## config.mk

```make
export PLATFORM = sky130hd
export DESIGN_NAME = cpss_front
export DESIGN_NICKNAME = d
export VERILOG_FILES = /design/src/hw/rtl/cpss_pkg.sv /design/src/hw/rtl/cpss_front.sv
export SDC_FILE = /design/constraint.sdc
export NUM_CORES = 1
export LEC_CHECK = 0
export BUFFER_PORTS_ARGS = -buffer_cell sky130_fd_sc_hd__buf_4
export CAP_MARGIN = 5
export CORE_MARGIN = 3
export CORE_UTILIZATION = 56
export CTS_CLUSTER_DIAMETER = 150
export DETAILED_ROUTE_END_ITERATION = 16
export PLACE_DENSITY = 0.93
export SKIP_LAST_GASP = 1
export SYNTH_ARGS = -nofsm -noshare
export SYNTH_HDL_FRONTEND = slang
export SYNTH_SLANG_ARGS = --single-unit
```

## constraint.sdc

```tcl
create_clock -name clock -period 9.9 [get_ports clock]
set_clock_uncertainty 0.1 [all_clocks]
set_input_delay 2.475 -clock clock [delete_from_list [all_inputs] [get_ports clock]]
set_output_delay 2.475 -clock clock [all_outputs]
set_load 0.02 [all_outputs]
```

## src/hw/rtl/cpss_pkg.sv

```systemverilog
`default_nettype none
// ----------------------------------------------------------------------------
// cpss_pkg: shared constants and types
// Widths, the queue depth and the back part sequencer state type.
// ----------------------------------------------------------------------------
package cpss_pkg;
   localparam int COORD_BITS_DEF  = 24;
   localparam int T_FRAC_BITS_DEF = 16;
   localparam int DIST_BITS       = 51;
   localparam int QUEUE_DEPTH     = 2;

   // Back part sequencer states.
   typedef enum logic [2:0] {
      ST_IDLE,
      ST_MUL1,
      ST_DIV,
      ST_LERP,
      ST_DIST,
      ST_UPD
   } back_state_type;
endpackage
`default_nettype wire

```

## src/hw/rtl/cpss_front.sv

```systemverilog
`default_nettype none
// ----------------------------------------------------------------------------
// cpss_front: request intake
// Queues the query, segment end points and run marks of each request.
// ----------------------------------------------------------------------------
module cpss_front #(
   parameter int COORD_BITS = cpss_pkg::COORD_BITS_DEF
) (
   input  wire logic                         clock,
   input  wire logic                         reset,
   input  wire logic                         in_valid,
   output logic                              in_stall,
   input  wire logic signed [COORD_BITS-1:0] qx,
   input  wire logic signed [COORD_BITS-1:0] qy,
   input  wire logic signed [COORD_BITS-1:0] ax,
   input  wire logic signed [COORD_BITS-1:0] ay,
   input  wire logic signed [COORD_BITS-1:0] bx,
   input  wire logic signed [COORD_BITS-1:0] by,
   input  wire logic                         first_in,
   input  wire logic                         last_in,
   output logic                              q_valid,
   input  wire logic                         q_take,
   output logic [6*COORD_BITS+1:0]           q_data
);
   localparam int W = 6 * COORD_BITS + 2;
   localparam int D = cpss_pkg::QUEUE_DEPTH;

   logic [W-1:0] mem_ff [D];
   logic         wp_ff, wp_in, rp_ff, rp_in;
   logic [1:0]   cnt_ff, cnt_in;
   logic         push;

   assign in_stall = (cnt_ff == 2'(D));
   assign push     = in_valid && !in_stall;
   assign q_valid  = (cnt_ff != 2'd0);
   assign q_data   = mem_ff[rp_ff];

   // Pointer and fill count update.
   always_comb begin
      wp_in  = push ? !wp_ff : wp_ff;
      rp_in  = (q_take && q_valid) ? !rp_ff : rp_ff;
      cnt_in = cnt_ff + 2'(push) - 2'(q_take && q_valid);
   end

   always_ff @(posedge clock) begin
      if (reset) begin
         wp_ff  <= 1'b0;
         rp_ff  <= 1'b0;
         cnt_ff <= 2'd0;
      end else begin
         wp_ff  <= wp_in;
         rp_ff  <= rp_in;
         cnt_ff <= cnt_in;
      end
   end

   // Queue storage: a, b, q and the run marks.
   always_ff @(posedge clock) begin
      if (push) begin
         mem_ff[wp_ff] <= {qx, qy, ax, ay, bx, by, first_in, last_in};
      end
   end
endmodule
`default_nettype wire

```

* After elaboration in Yosys (flattened, before gate mapping) *
Memory sizes are Yosys's and may differ from the RTL's. A register that Yosys moved wholly into a read port is not among the register bits.
Cells that the tools add are included.

word-level totals
  memory bits (writable) = 292
  input port bits = 150
  bits in registers = 4
  memories = 1
  output and inout bits = 148

memory list
  memory  depth  bits a word  read ports  clocked after memory_dff  write ports  RTL line          source
  mem_ff  2      146          1           1                         1            cpss_front.sv:28  logic [W-1:0] mem_ff [D];

cells by class
  reductions and logical operators = 6
  $add $sub $neg = 2
  equal/unequal tests = 1
  multiplexer cells = 4

operators by type and width
  kind                count
  $mux 1              4
  $logic_not 1->1     3
  $add 2x1->2         1
  $eq 2x2->1 const B  1
  $logic_and 1x1->1   2
  $reduce_bool 2->1   1
  $sub 2x1->2         1

* Logic depth before layout (Yosys ltp) *
Gate-level depths: netlist of run 1.

  depth after elaboration = 5
  gate-level depth with buffers = 8
  mapped depth without buffers = 8

* Least setup slack after synthesis of run 1 *
No wires, ideal clock.

  path type = input -> register
  from = input port in_valid
  to = memory mem_ff[0][0] (netlist name), enable pin
  arrival = 5.698 ns
  setup time = 0.499 ns
  slack = 3.604 ns
  stages on the path = 3
  cells stage by stage = inv_1 -> or3_1 -> inv_1

on the way
  word-level cells in the longest chain between the ends = 3

ends and longest elaborated chain
  what                          RTL line          source
  start: declaration            cpss_front.sv:11  input wire logic in_valid,
  $logic_and 1x1->1             cpss_front.sv:34  assign push = in_valid && !in_stall;
  $mux 1                        cpss_front.sv:59  if (push) begin
  $mux 1 (implied by the code)  cpss_front.sv:60  mem_ff[wp_ff] <= {qx, qy, ax, ay, bx, by, first_in, last_in};
  end: declaration              cpss_front.sv:28

No other way between the ends.

==> impl_results.md, run 1 <==
- CTS hold repair buffers: 0
- I/O Buffers: 297
- EDFF count, synth: 292
- DRT Pass-1 Iters: 4
- Crit. End Element: primary output
- Type of the worst min-delay path: reg2reg
- Sink Count: 297
- Ant. Diodes: 0
- Setup bufs post-CTS: 0
- Post-synthesis async set-or-reset flop share: 0
- Site row count: 50
- Die Y: 145 um
- Most numerous cell in the Yosys netlist: edfxtp_1
- Power density cells: 258 mW/mm2
- DRT iter0 DRCs: 266
- R2R Setup Slk: 6.95 ns
- Io pins: 298
- Pin count of the biggest net entering global routing: 83
- CP max stage cell: dfxtp_4
- Overall power: 3.65 mW
- Final slew viol count: 0
- Max_slew headroom: 0.244
- Vias in the first global route: 6054
- Average routed wire per standard cell: 20.1 um
- CTS clk-pin slew, worst paths: 0.06 ns
- # H-tree levels: 1
- Effective utilization at floorplan: 0.575
- Fillers: 1041
- Hold Crit Depth: 2
- Drt via density: 5.17
- Final Cycle Share: 0.573
- Synth-to-Final Area Change: 30.8%
- Outcome: finished clean
- Critical path depth: 3
- Setup Crit Path Kind: reg2out
- Root buffer cell: clkbuf_16
- Gate Count Post-Synth: 480
- Total grt overflow: 0
- Cell mode on critical path: buf_4
- Delay-heaviest family, CP: buffers and inverters
- Crit-path max FO: 82
- Area share of the largest cell type after synthesis: 0.810
- First-pass GRT wire length: 32900 um
- Global-route usage over all layers: 0.199
- Post-Syn Nets: 632
- Vias post-DR: 5561
- Placed instance count: 1024
- Critical R2R Launch: cnt_ff[0]
- Most instantiated cells after synthesis: edfxtp_1, mux2_2, buf_6, dfxtp_1
- Core area: 0.0188 mm2
- Worst Path Buf+Inv: 2
- Dominant cell type by area after synthesis: edfxtp_1
- Slew @ Worst Pin: 1.13 ns
- DPL Wire Length: 14300 um
- Worst skew pair latency: 0.52 ns
- Syn_area_per_cell: 22.5 um2
- VDD IR-drop max: 240 uV
- Min Tclk post-route: 5.68 ns
- Nets: 946
- Die area: 0.0210 mm2
- Layout cell share with drive strength beyond 1: 0.610
- Register area share after synthesis: 0.820
- Synth Cell Area: 0.0108 mm2
- Die width: 145 um
- Ys Warns: 0
- CTS tree: done
- Cell variety after synth: 20
- Num CTS Buffers: 28
- Placer Congestion: 0.747
- Setup slack after layout: 4.22 ns
- Initial antenna violation count: 0
- DP Worst Slack: 4.77 ns
- CP Data Required Time: 7.33 ns
- Critical-path cell list: buf_4, mux2_2, buf_4
- Maxcap violations: 0
- Fmax: 0.176 GHz
- Leakage power: 5.27 nW
- RSZ-0062 raised after global routing: false
- Cells on worst reg2reg path: 5
- CP peak stage delay: 0.89 ns
- Clk buf depth: 3
- Hold Path Sink: wp_ff
- Number of synthesized register bits: 297
- Setup_tns: 0 ns
- WL final: 21600 um
- Worst r2r dst: mem_ff[0][86]
- Hold Crit Start: wp_ff
- Cells taking the most area after synthesis: edfxtp_1, mux2_2, buf_6
- Final setup fails: 0
- Layout Cells excl Fill: 1075
- DR DRC count: 0
- Gates resized, CTS repair: 0
- Critical Path AT: 3.10 ns
- Antenna Nets Post-Route: 0
- Worst setup SP type: flop
- Primary FF master, synth: edfxtp_1
- Final-report hold violation count: 0
## cell type report
class	count	area (um2)	share of cell area
multi-input cells	163	1770	0.125
inverters	4	20.0	0.00141
repair buffers	300	2250	0.159
flip-flops and latches	297	8870	0.627
clock inverters	16	165	0.0117
well taps	260	325	0.0230
clock buffers	35	748	0.0529
## power breakdown
group	leakage (nW)	internal (mW)	total, mW	switching (mW)
sequential	2.77	1.56	1.63	0.0685
combinational	2.05	0.453	0.979	0.526
clock	0.443	0.614	1.04	0.430
total	5.27	2.63	3.65	1.02
## placed cells by master, fill, tap and decap left out, types with 2 or more instances in the layout
cell type | synthesis | final
xnor2_1 | 2 | 2
buf_4 | 2 | 300
inv_1 | 3 | 2
edfxtp_1 | 292 | 292
ha_1 | 2 | 2
bufinv_16 | 0 | 3
nor2_1 | 3 | 3
clkinvlp_4 | 0 | 4
clkbuf_16 | 0 | 29
dfxtp_1 | 5 | 4
mux2_2 | 146 | 146
clkbuf_1 | 0 | 6
clkinv_2 | 0 | 9
## through the flow
stage	cell area [um2]	util	hold WS, ns
2_1_floorplan	10800	-	0.351
3_3_place_gp	13200	0.703	0.370
3_5_place_dp	13200	0.703	0.385
4_1_cts	14100	0.751	0.394
5_1_grt	14100	0.751	0.452
6_report	14100	0.751	0.393
## worst min-delay path, cell delays in order, from the launching register on
cell,delay [ns]
dfxtp_1,0.32
o21ai_0,0.07
a21oi_1,0.07
## sequential cells by signal (all words and copies together) (netlist names), named ones only
signal / count
cnt_ff: 2
rp_ff: 1
mem_ff: 292
wp_ff: 1
## metal layers
layer | vias up | part of all wire | global-route usage
met5 | - | 0 | 0
met2 | 245 | 0.53 | 0.359
met1 | 2735 | 0.36 | 0.228
met3 | 53 | 0.080 | 0.0540
li1 | 2528 | - | -
met4 | 0 | 0.035 | 0.0722
## worst max path at each step
| stage | endpoint | slack (ns) |
|---|---|---|
| 6_report | q_data[110] | 4.22 |
| 3_5_place_dp | q_data[55] | 4.77 |
| 5_1_grt | q_data[110] | 4.06 |
| 3_3_place_gp | q_data[68] | 4.76 |
| 2_1_floorplan | mem_ff[0][0] | 3.60 |
| 4_1_cts | q_data[41] | 4.19 |
## logic make-up after synthesis
group	after synthesis	share of synthesized area
AO/OA/AOI/OAI	3	0.00162
XOR/XNOR	3	0.00243
adder cells (fa/ha/maj)	2	0.00231
buffers and inverters	20	0.0173
flip-flops	297	0.820
multiplexers	146	0.152
AND/OR/NAND/NOR	9	0.00463
No activity file was read; power rests on OpenSTA's default activity.
==> inputs of run 2 (changes only) <==
Settings changed: CORE_UTILIZATION 56 to 47, PLACE_DENSITY 0.93 to 0.84.
Clock period 9.9 ns to 5 ns, I/O delays scaled along.
==> run 2 against run 1 <==
Against the previous run: clock-buffer cell count grew 1; die area grew 18%; worst hold slack gained 0.0097 ns; final cell count grew 2.0%; largest cell class unchanged; register-to-register slack lost 4.3 ns; sequential power grew 95%; via count shrank 0.16%; utilization shrank 12 points; first-iteration DRC count shrank 2.3%; non-clock buffer count grew 3; sequential cell count is the same.
==> impl_results.md, run 2 (synthesis results as in run 1) <==
- Outcome: finished clean
- # H-tree levels: 1 (unchanged)
- Critical Path AT: 2.32 ns (-0.78 ns)
- Total grt overflow: 0 (unchanged)
- Layout cell share with drive strength beyond 1: 0.602 (-0.00810)
- Fmax: 0.272 GHz
- Worst skew pair latency: 0.53 ns (about the same)
- DP Worst Slack: 1.80 ns (-2.96 ns)
- Initial antenna violation count: 0 (unchanged)
- I/O Buffers: 297 (unchanged)
- Die area: 0.0249 mm2 (+18%)
- Clk buf depth: 3 (unchanged)
- Io pins: 298 (unchanged)
- Setup slack after layout: 1.33 ns (-2.90 ns)
- Core area: 0.0222 mm2 (+18%)
- Commonest non-fill, non-tap cell in the layout: buf_4
- Placer Congestion: 0.739 (-1.2%)
- Global-route usage over all layers: 0.166 (-0.0329)
- Hold Crit Depth: 2 (unchanged)
- Gates resized, CTS repair: 0 (unchanged)
- RSZ-0062 raised after global routing: false
- CP Data Required Time: 3.65 ns (-3.68 ns)
- DRT iter0 DRCs: 260 (-2.3%)
- Nets: 950 (+0.42%)
- Hold Crit Start: wp_ff
- Vias in the first global route: 5993 (-1.0%)
- Die Y: 158 um (+8.8%)
- Final slew viol count: 0 (unchanged)
- Worst setup SP type: flop
- Crit-path max FO: 50 (-39%)
- DRT Pass-1 Iters: 4 (unchanged)
- Top Registers: mem_ff x292, cnt_ff x2
- Power density cells: 503 mW/mm2 (+95%)
- Setup Crit Path Kind: reg2out
- Maxcap violations: 0 (unchanged)
- Setup_tns: 0 ns (unchanged)
- Effective utilization at floorplan: 0.487 (-0.0878)
- Final Cycle Share: 0.734
- Most frequent cells in the layout: buf_4, edfxtp_1, mux2_2
- Final-report hold violation count: 0 (unchanged)
- Final setup fails: 0 (unchanged)
- Die width: 158 um (+8.8%)
- Crit. End Element: primary output
- Worst r2r dst: mem_ff[0][63]
- Cells on worst reg2reg path: 5 (unchanged)
- Drt via density: 5.07 (-2.1%)
- Leakage power: 5.25 nW (-0.25%)
- CTS clk-pin slew, worst paths: 0.06 ns (about the same)
- Sink Count: 297 (unchanged)
- Max_slew headroom: 0.316 (+0.0724)
- R2R Setup Slk: 2.67 ns (-4.28 ns)
- Fillers: 1509 (+45%)
- VDD IR-drop max: 408 uV (+70%)
- Critical R2R Launch: cnt_ff[0]
- Num CTS Buffers: 29 (+3.6%)
- Type of the worst min-delay path: reg2reg
- DPL Wire Length: 14600 um (+1.8%)
- Pin count of the biggest net entering global routing: 76 (-8.4%)
- Min Tclk post-route: 3.67 ns
- CTS tree: done
- Vias post-DR: 5552 (-0.16%)
- Setup bufs post-CTS: 0 (unchanged)
- Average routed wire per standard cell: 19.9 um (-1.3%)
- Antenna Nets Post-Route: 0 (unchanged)
- Hold Path Sink: wp_ff
- Site row count: 54 (+8.0%)
- Slew @ Worst Pin: 1.03 ns (-0.109 ns)
- Synth-to-Final Area Change: 30.7% (about the same)
- Reg area: 0.00887 mm2 (unchanged)
- Ant. Diodes: 0 (unchanged)
- Number of flip-flops in the largest register: 292 (unchanged)
- Largest register by flop count: mem_ff
- Multi-input gate area: 0.00177 mm2 (unchanged)
- CTS hold repair buffers: 0 (unchanged)
- First-pass GRT wire length: 32000 um (-2.8%)
- WL final: 21800 um (+0.66%)
- DR DRC count: 0 (unchanged)
- Root buffer cell: clkbuf_16
## run 2: changes by cell type in the layout (fill, tap and decap cells not counted), sizes merged
cell | before | now
inv | 4 | 3
buf | 300 | 303
bufinv | 3 | 1
clkinvlp | 4 | 1
clkinv | 9 | 12
clkbuf | 35 | 36
## run 2: metal layers
metal  track usage  part of all wire  wire [um]
met5             0                 0          0
met1         0.193              0.36       7910
met4        0.0587             0.039        859
met2         0.293              0.52      11300
met3        0.0484             0.079       1720
## run 2: area by class of cell
type                            instances  share of cell area
Tap cell                              280              0.0248
Multi-Input combinational cell        163               0.125
Clock buffer                           36              0.0532
Sequential cell                       297               0.627
Timing Repair Buffer                  303               0.163
Clock inverter                         13             0.00584
Inverter                                4             0.00133
## run 2: per-stage QoR
stage	hold WS [ns]	instances	instance area, um2	total power [mW]	util
floorplan	0.351	480	10800	4.48	-
global placement	0.377	1047	13300	5.21	0.599
detailed placement	0.393	1047	13300	5.26	0.599
CTS	0.403	1096	14100	7.21	0.636
global route	0.466	1096	14100	7.41	0.636
finish	0.403	1096	14100	7.12	0.636
## run 2: worst max path at each step
stage                  start  slack (ns)              to  cells past startpoint
finish                  flop        1.33      q_data[13]                      3
global route            flop        1.22      q_data[50]                      3
CTS                     flop        1.30      q_data[13]                      3
detailed placement  in_valid        1.80  mem_ff[0][102]                      5
global placement    in_valid        1.83  mem_ff[0][101]                      5
floorplan           in_valid        0.91    mem_ff[0][0]                      3
## run 2: critical path, cell delays in order (launching register included)
cell     delay, ns
dfxtp_4       0.56
buf_4         0.60
mux2_2        0.43
buf_4         0.16
## run 2: where the power goes
part / internal [mW] / switching (mW)
clock network: 1.10 / 0.829
registers: 3.09 / 0.0888
logic: 0.907 / 1.09
==> inputs of run 3 (changes only) <==
Clock period 5 ns to 3.1 ns, I/O delays scaled along.
==> run 3 against run 2 <==
Against the previous run: worst hold slack lost 0.084 ns; clock-buffer cell count increased by 7; die area did not move; sequential cell count stayed put; global-route usage rose by 0.34 points; routed wire length up 1.6%; first-iteration DRC count grew 21%; cell area increased by 2.3%; register-to-register slack lost 1.6 ns; sequential power increased by 62%; final cell count rose by 1.5%; critical endpoint is now q_data[78]; highest routed layer unchanged.
==> impl_results.md, run 3 (synthesis results as in run 1) <==
- Outcome: finished clean
- Crit. End Element: primary output
- Post-layout util: 0.651 (+0.0144)
- Worst r2r dst: mem_ff[0][37]
- Post-DP Area: 0.0135 mm2 (+1.3%)
- Leakage power: 5.40 nW (+2.9%)
- Layout cell share with drive strength beyond 1: 0.614 (+0.0125)
- Hold Path Sink: mem_ff[1][4]
- Overall power: 12.0 mW (+68%)
- RSZ-0062 raised after global routing: false
- Maxcap violations: 0 (unchanged)
- Placed instance count: 1057 (+0.96%)
- Average routed wire per standard cell: 19.9 um (+0.14%)
- DP Worst Slack: 0.680 ns (-1.12 ns)
- R2R Setup Slk: 1.10 ns (-1.57 ns)
- Number of flip-flops in the largest register: 292 (unchanged)
- Cells on worst reg2reg path: 5 (unchanged)
- Worst setup SP type: flop
- Global-route usage over all layers: 0.169 (+0.00345)
- Setup_tns: 0 ns (unchanged)
- Hold Crit Depth: 1 (-1)
- Vias in the first global route: 5981 (-0.20%)
- Pin count of the biggest net entering global routing: 67 (-12%)
- Hold slack: 0.319 ns (-0.0840 ns)
- Min Tclk post-route: 2.97 ns
- Die width: 158 um (unchanged)
- Fillers: 1509 (unchanged)
- Slew @ Worst Pin: 0.554 ns (-0.472 ns)
- Num CTS Buffers: 30 (+3.4%)
- Root buffer cell: clkbuf_16
- Nets: 961 (+1.2%)
- Ant. Diodes: 0 (unchanged)
- DR DRC count: 0 (unchanged)
- Final setup fails: 0 (unchanged)
- Layout Cells excl Fill: 1112 (+1.5%)
- DRT iter0 DRCs: 315 (+21%)
- Placer Congestion: 0.785 (+6.3%)
- Type of the worst min-delay path: in2reg
- CTS clk-pin slew, worst paths: 0.06 ns (about the same)
- Clk buf depth: 3 (unchanged)
- CTS tree: done
- Max_slew headroom: 0.631 (+0.314)
- Commonest non-fill, non-tap cell in the layout: buf_4
- Critical Path AT: 2.10 ns (-0.22 ns)
- Setup bufs post-CTS: 0 (unchanged)
- Setup Crit Path Kind: reg2out
- DPL Wire Length: 15200 um (+4.0%)
- Vias post-DR: 5629 (+1.4%)
- Io pins: 298 (unchanged)
- Sink Count: 297 (unchanged)
- Largest register by flop count: mem_ff
- CP Data Required Time: 2.22 ns (-1.43 ns)
- Antenna Nets Post-Route: 0 (unchanged)
- Most frequent cells in the layout: buf_4, edfxtp_1, mux2_2
- Gates resized, CTS repair: 0 (unchanged)
- Total grt overflow: 0 (unchanged)
- Final slew viol count: 0 (unchanged)
- CTS hold repair buffers: 0 (unchanged)
- Critical R2R Launch: cnt_ff[0]
- Core area: 0.0222 mm2 (unchanged)
- DRT Pass-1 Iters: 4 (unchanged)
- VDD IR-drop max: 742 uV (+82%)
- # H-tree levels: 1 (unchanged)
- Drt via density: 5.06 (about the same)
- Hold Crit Start: by[2]
- Top Registers: mem_ff x292, cnt_ff x2
- Effective utilization at floorplan: 0.487 (unchanged)
- Die Y: 158 um (unchanged)
- Finished Cell Area: 0.0145 mm2 (+2.3%)
- Crit-path max FO: 35 (-30%)
- WL final: 22100 um (+1.6%)
- Synth-to-Final Area Change: 33.7%
- Final-report hold violation count: 0 (unchanged)
- Initial antenna violation count: 0 (unchanged)
- Final Cycle Share: 0.959
- I/O Buffers: 297 (unchanged)
- First-pass GRT wire length: 32600 um (+2.0%)
- Power density cells: 829 mW/mm2 (+65%)
- Setup slack after layout: 0.128 ns (-1.20 ns)
- Fmax: 0.336 GHz
- Site row count: 54 (unchanged)
- Die area: 0.0249 mm2 (unchanged)
- Worst skew pair latency: 0.54 ns (about the same)
-- run 3: metal layers --
metal  track usage  share of wire  up-vias
li1              -              -     2570
met1         0.198           0.36     2760
met2         0.299           0.52      239
met3        0.0511          0.085       60
met4        0.0541          0.034        0
met5             0              0        -
-- run 3: where the power goes --
group	total [mW]	internal, mW	switching, mW
sequential	5.15	4.98	0.174
combinational	3.33	1.57	1.76
clock	3.50	2.10	1.40
total	12.0	8.65	3.33
-- run 3: how the worst max path moves through the flow --
stage,depth (start not counted),slack [ns],to
floorplan,3,-0.46,mem_ff[0][0]
global placement,3,0.69,q_data[87]
detailed placement,3,0.68,q_data[104]
CTS,3,0.09,q_data[70]
global route,3,0.03,q_data[78]
finish,3,0.13,q_data[78]
-- run 3: final cells by class --
| class | count | area, um2 | share of cell area |
|---|---|---|---|
| flip-flops and latches | 297 | 8870 | 0.613 |
| repair buffers | 313 | 2460 | 0.170 |
| well taps | 280 | 350 | 0.0242 |
| clock inverters | 12 | 109 | 0.00753 |
| clock buffers | 43 | 871 | 0.0602 |
| multi-input cells | 163 | 1770 | 0.123 |
| inverters | 4 | 26.3 | 0.00182 |
-- run 3: critical path: stages (launching register included) --
cell and delay (ns):
dfxtp_4 0.71, buf_12 0.28, mux2_2 0.37, buf_4 0.16
